`src/design/lrups_pkg.sv`:
```
// ----------------------------------------------------------------------------
// LRU replacement stack package
// Commands, widths and the token that travels along the cell chain.
// ----------------------------------------------------------------------------
package lrups_pkg;

   localparam int FRAME_W = 6;
   localparam int CFG_W   = 7;

   localparam logic CMD_REFERENCE = 1'b0;
   localparam logic CMD_EVICT     = 1'b1;

   typedef struct packed {
      logic               valid;
      logic               cmd;
      logic               refd;
      logic [FRAME_W-1:0] frame;
      logic               carry_valid;
      logic [FRAME_W-1:0] carry_frame;
      logic               done;
      logic               found;
   } lrups_token_type;

endpackage

```
`src/design/lrups_cell.sv`:
```
// ----------------------------------------------------------------------------
// LRU stack cell
// One stack slot; swaps with the passing token on reference, tracks the
// oldest valid frame on evict, and registers the token to the next cell.
// ----------------------------------------------------------------------------
module lrups_cell
   import lrups_pkg::*;
#(
   parameter int INDEX   = 0,
   parameter int DEPTH_W = 7
) (
   input  logic                 clock,
   input  logic                 reset,
   input  logic                 advance,
   input  logic [DEPTH_W-1:0]   depth,
   input  lrups_token_type      tok_i,
   output lrups_token_type      tok_o
);

   localparam logic [DEPTH_W-1:0] POS      = DEPTH_W'(INDEX);
   localparam logic [DEPTH_W-1:0] POS_NEXT = DEPTH_W'(INDEX + 1);

   logic               slot_valid_ff;
   logic               slot_valid_in;
   logic [FRAME_W-1:0] slot_frame_ff;
   logic [FRAME_W-1:0] slot_frame_in;
   lrups_token_type    tok_ff;
   lrups_token_type    tok_in;
   logic               active;
   logic               last;

   assign active = POS < depth;
   assign last   = POS_NEXT == depth;

   always_comb begin
      tok_in        = tok_i;
      slot_valid_in = slot_valid_ff;
      slot_frame_in = slot_frame_ff;
      if (tok_i.valid && active) begin
         if (tok_i.cmd == CMD_EVICT) begin
            if (slot_valid_ff) begin
               tok_in.carry_frame = slot_frame_ff;
               tok_in.found       = 1'b1;
            end
         end else if (!tok_i.done) begin
            slot_valid_in      = tok_i.carry_valid;
            slot_frame_in      = tok_i.carry_frame;
            tok_in.carry_valid = slot_valid_ff;
            tok_in.carry_frame = slot_frame_ff;
            if (tok_i.refd && slot_valid_ff && (slot_frame_ff == tok_i.frame)) begin
               tok_in.done  = 1'b1;
               tok_in.found = 1'b1;
            end
            if (last) begin
               tok_in.done = 1'b1;
            end
         end
      end
   end

   always_ff @(posedge clock) begin
      if (reset) begin
         slot_valid_ff <= 1'b0;
      end else if (advance) begin
         slot_valid_ff <= slot_valid_in;
      end
   end

   always_ff @(posedge clock) begin
      if (advance) begin
         slot_frame_ff <= slot_frame_in;
      end
   end

   always_ff @(posedge clock) begin
      if (reset) begin
         tok_ff.valid <= 1'b0;
      end else if (advance) begin
         tok_ff <= tok_in;
      end
   end

   assign tok_o = tok_ff;

   a_slot_hold: assert property (@(posedge clock) disable iff (reset)
      !(advance && tok_i.valid && (tok_i.cmd == CMD_REFERENCE))
      |=> $stable(slot_valid_ff))
      else $error("slot changed without a reference token");

   a_done_sticky: assert property (@(posedge clock) disable iff (reset)
      advance && tok_i.valid && tok_i.done |=> tok_ff.done)
      else $error("finished reference lost its done flag");

endmodule

```
`src/design/lru_page_replacement_stack_core.sv`:
```
// ----------------------------------------------------------------------------
// LRU page replacement stack
// Exact LRU ordering of page frames kept in a chain of slot cells.
// ----------------------------------------------------------------------------
// Each transaction walks the chain of MAX_FRAMES slot cells, one cell per
// cycle while the chain advances, and its response is registered from the
// last cell's token. Transactions enter back to back, one per cycle, since
// each cell updates its slot as the token passes; the whole chain stalls only
// when a response is ready while the previous one is still held at the output.
module lru_page_replacement_stack_core
   import lrups_pkg::*;
#(
   parameter int MAX_FRAMES = 64
) (
   input  logic             clock,
   input  logic             reset,
   input  logic             req_tvalid,
   output logic             req_tready,
   input  logic [7:0]       req_tdata,   // [5:0] frame_number, [6] referenced_before
   input  logic             req_tuser,   // [0] command
   output logic             rsp_tvalid,
   input  logic             rsp_tready,
   output logic [7:0]       rsp_tdata,   // [5:0] victim_frame, [6] found
   input  logic             csr_valid,
   output logic             csr_ready,
   input  logic [CFG_W-1:0] csr_wdata
);

   localparam int DEPTH_W = ($clog2(MAX_FRAMES + 1) > CFG_W) ?
                            $clog2(MAX_FRAMES + 1) : CFG_W;
   localparam logic [DEPTH_W-1:0] DEPTH_MAX   = DEPTH_W'(MAX_FRAMES);
   localparam logic [DEPTH_W-1:0] DEPTH_RESET = (MAX_FRAMES < 64) ?
                                                DEPTH_W'(MAX_FRAMES) : DEPTH_W'(64);

   logic [DEPTH_W-1:0] depth_ff;
   logic [DEPTH_W-1:0] depth_in;
   logic [DEPTH_W-1:0] wr_ext;
   logic               advance;
   logic               rsp_valid_ff;
   logic [7:0]         rsp_data_ff;
   logic [7:0]         rsp_data_in;
   lrups_token_type    chain [MAX_FRAMES+1];
   lrups_token_type    tok_end;

   assign csr_ready = 1'b1;
   assign wr_ext    = DEPTH_W'(csr_wdata);

   always_comb begin
      depth_in = wr_ext;
      if (wr_ext == '0) begin
         depth_in = DEPTH_W'(1);
      end else if (wr_ext > DEPTH_MAX) begin
         depth_in = DEPTH_MAX;
      end
   end

   always_ff @(posedge clock) begin
      if (reset) begin
         depth_ff <= DEPTH_RESET;
      end else if (csr_valid && csr_ready) begin
         depth_ff <= depth_in;
      end
   end

   assign tok_end    = chain[MAX_FRAMES];
   assign advance    = !(tok_end.valid && rsp_valid_ff && !rsp_tready);
   assign req_tready = advance;

   always_comb begin
      chain[0].valid       = req_tvalid && req_tready;
      chain[0].cmd         = req_tuser;
      chain[0].refd        = req_tdata[6];
      chain[0].frame       = req_tdata[5:0];
      chain[0].carry_valid = (req_tuser == CMD_REFERENCE);
      chain[0].carry_frame = (req_tuser == CMD_REFERENCE) ? req_tdata[5:0] : '0;
      chain[0].done        = 1'b0;
      chain[0].found       = 1'b0;
   end

   for (genvar i = 0; i < MAX_FRAMES; i++) begin : g_cell
      lrups_cell #(
         .INDEX   (i),
         .DEPTH_W (DEPTH_W)
      ) u_cell (
         .clock   (clock),
         .reset   (reset),
         .advance (advance),
         .depth   (depth_ff),
         .tok_i   (chain[i]),
         .tok_o   (chain[i+1])
      );
   end

   always_comb begin
      rsp_data_in      = '0;
      rsp_data_in[6]   = tok_end.found;
      if (tok_end.cmd == CMD_EVICT) begin
         rsp_data_in[5:0] = tok_end.carry_frame;
      end
   end

   always_ff @(posedge clock) begin
      if (reset) begin
         rsp_valid_ff <= 1'b0;
      end else if (advance && tok_end.valid) begin
         rsp_valid_ff <= 1'b1;
      end else if (rsp_tready) begin
         rsp_valid_ff <= 1'b0;
      end
   end

   always_ff @(posedge clock) begin
      if (advance && tok_end.valid) begin
         rsp_data_ff <= rsp_data_in;
      end
   end

   assign rsp_tvalid = rsp_valid_ff;
   assign rsp_tdata  = rsp_data_ff;

   a_depth_range: assert property (@(posedge clock) disable iff (reset)
      (depth_ff != '0) && (depth_ff <= DEPTH_MAX))
      else $error("active depth out of range");

   a_stall_freeze: assert property (@(posedge clock) disable iff (reset)
      !advance |=> tok_end.valid && $stable(tok_end.found))
      else $error("chain moved during a stall");

   a_no_drop: assert property (@(posedge clock) disable iff (reset)
      tok_end.valid && rsp_valid_ff && !rsp_tready |=> rsp_valid_ff)
      else $error("pending response dropped");

endmodule
```
`config.mk`:
```
export PLATFORM = sky130hd
export DESIGN_NAME = lru_page_replacement_stack_core
export DESIGN_NICKNAME = d
export VERILOG_FILES = /design/src/design/lrups_pkg.sv /design/src/design/lrups_cell.sv /design/src/design/lru_page_replacement_stack_core.sv
export SDC_FILE = /design/constraint.sdc
export NUM_CORES = 2
export LEC_CHECK = 0
export BUFFER_PORTS_ARGS = -buffer_cell sky130_fd_sc_hd__buf_4
export CAP_MARGIN = 0
export CORE_AREA = 2 2 468 470
export CTS_CLUSTER_DIAMETER = 120
export DETAILED_ROUTE_END_ITERATION = 8
export DIE_AREA = 0 0 470 472
export PLACE_DENSITY = 0.49
export REMOVE_ABC_BUFFERS = 1
export SLEW_MARGIN = 30
export SYNTH_ARGS = -nofsm -noshare
export SYNTH_HDL_FRONTEND = slang
export SYNTH_SLANG_ARGS = --single-unit
```
`constraint.sdc`:
```
create_clock -name clock -period 61.9 [get_ports clock]
set_input_delay 9.285 -clock clock [delete_from_list [all_inputs] [get_ports clock]]
set_output_delay 9.285 -clock clock [all_outputs]
set_load 0.01 [all_outputs]
```
==> summary.txt <==
Logic synthesis
  • Register area share after synthesis: 0.723
  • Top cells by area, synth: edfxtp_1 (68%), mux2_1 (5.5%), dfxtp_1 (4.2%)
  • Top cell type's share of synthesized area: 0.681
  • Syn Area/Cell: 16.0 um2
  • Synthesized area: 0.0648 mm2
  • Yosys warnings: 0
  • Post-synth ARST share: 0
  • Post-synthesis register bit count: 1606
  • Post-synth EDFFs: 1470
  • Synth Instances: 4044
  • Yosys top cell by area: edfxtp_1
  • Prevailing post-synth register cell: edfxtp_1
  • Distinct cells, synth: 104

Setup path
  • WP data required: 52.61 ns
  • Crit path launch type: primary input
  • CP Class: in2out
  • Worst setup EP type: output pin
  • CP arrival: 10.74 ns
  • Critical Path Fanout Max: 27

CTS
  • CTS Hold Bufs: 0
  • CTS root buffer: clkbuf_16
  • Worst skew pair latency: 0.80 ns
  • Inserted Clock Buffers: 166
  • H-tree levels: 4
  • Post-CTS Setup Repair Bufs: 0
  • Clock sink count: 1606
  • Reg clk slew, reported paths: 0.06 ns
  • Clk buf depth: 3
  • Post-CTS sizing: 0
  • CTS tree: built

Power and ir drop
  • Tot Pwr: 2.32 mW
  • Pwr/cell area: 31.3 mW/mm2
  • Pleak: 23.9 nW
  • Worst IR Drop VDD: 32.4 uV

Drt
  • Routed wire length: 141000 um
  • Routed len/inst: 19.6 um
  • Antenna Nets Post-Route: 0
  • Number of remaining DRC errors: 0
  • Vias per inst: 4.64
  • Via count: 33300
  • Initial DRT Pass Iterations: 8
  • Initial detailed-routing violation count: 2318

Final layout
  • Commonest non-fill, non-tap cell in the layout: edfxtp_1
  • Layout cells sized above 1: 0.126
  • Layout Utilization: 0.343
  • Area growth, synth to finish: 14.5%
  • Commonest non-fill, non-tap cells in the layout: edfxtp_1 (1470), mux2_1 (318), nand2_1 (265)
  • Final Instance Area: 0.0742 mm2
  • Total Nets Final: 4213

Outcome
  • Status: finished clean

Die
  • Ports: 32
  • Core area: 0.217 mm2
  • Die Area: 0.222 mm2
  • Row cnt: 171
  • DIE WIDTH: 470 um
  • Starting Density: 0.299
  • Height of the die: 472 um

STA
  • Final hold vios: 0
  • Relative slew slack: 0.351
  • Slew @ Worst Pin: 0.966 ns
  • Setup violators final: 0
  • Final period util: 0.323
  • Min cycle time layout: 20.02 ns
  • Peak Freq: 49.9 MHz
  • Setup tns final: 0 ns
  • Clk_skew: 0.0311 ns
  • Fin. max-slew vios: 0
  • Final worst setup slack: 41.88 ns
  • RSZ-0062 raised after global routing: false

Placement
  • PortBufs: 28
  • Placer Congestion: 0.799
  • Cell Area, Placed: 0.0687 mm2
  • Pre-CTS setup slack: 41.88 ns
  • Final HPWL DP: 93600 um

Min path
  • Worst min path class: reg2reg

Global route
  • Vias in the first global route: 34600
  • First-pass GRT wire length: 213000 um
  • Gr usage total: 0.125
  • Initial antenna violation count: 2
  • Grt total ovfl: 0
  • Largest net degree at the start of global routing: 122

Flow run
  • Max-cap violations: 0
## kinds of logic (layout without fill, tap and decap cells)
kind of cell	after synthesis	after routing	share of synthesized area
buffers and inverters	171	457	0.0121
DFF	1606	1606	0.723
other	2	4	0.000116
and+or+nand+nor	889	889	0.0730
AOI/OAI and AO/OA	497	497	0.0538
xor gates and xnor gates	384	384	0.0519
muxes	495	495	0.0857
## state kept, by name, summed over array words and instances, names as in the netlist
register	flops
rsp_tdata	7
g_cell.u_cell.slot_frame_ff	384
g_cell.u_cell.tok_o	1143
rsp_tvalid	1
depth_ff	7
g_cell.u_cell.slot_valid_ff	64
## through the flow
stage / cells / hold WS [ns]
after floorplan: 3938 / 0.400
final: 7186 / 0.423
after detailed placement: 6876 / 0.418
after global routing: 7184 / 0.438
after CTS: 7182 / 0.425
after global placement: 6875 / 0.425
## layout make-up
type	instances	area [um2]
sequential	1606	46900
fill	20700	142000
tap	2854	3570
multi-input combinational	2267	17300
timing repair buffer	86	766
clock inverter	75	751
antenna	2	5.00
inverter	65	246
clock buffer	231	4610
## metal layers
layer	routed length [um]	global-route usage
met5	0	0
met4	2860	0.0333
met3	6600	0.0228
met2	69000	0.212
met1	62400	0.163
## worst paths after layout
kind,start,end,slack [ns],cells after the start
max,rsp_tready,req_tready,41.88,4
min,g_cell[63].u_cell.tok_o[0],rsp_tdata[6],0.42,0
max reg2reg,rsp_tvalid,g_cell[2].u_cell.tok_o[12],57.18,7
min reg2reg,g_cell[63].u_cell.tok_o[0],rsp_tdata[6],0.42,0
## cells in the mapped netlist, types with 34 or more instances
master	instances
clkbuf_1	34
nand2_1	265
dfxtp_1	136
nor3_1	53
a21oi_1	161
nand2b_1	88
xnor2_1	124
inv_1	62
xor2_1	260
buf_2	52
nor4_1	92
o21ai_0	52
mux2i_1	55
mux2_2	110
o21bai_1	35
mux2_1	318
nor2_1	159
nand4_1	45
edfxtp_1	1470
## power breakdown
group,internal (mW),switching [mW],leakage [nW]
clock network,0.565,0.427,2.62
logic,0.0256,0.0425,6.02
registers,1.23,0.0285,15.2
## worst max-delay path, cell delays in order
cell	delay (ns)
buf_4	0.11
and3b_4	0.65
inv_4	0.37
buf_4	0.26
Note: power is estimated with default switching activity, not from simulation.
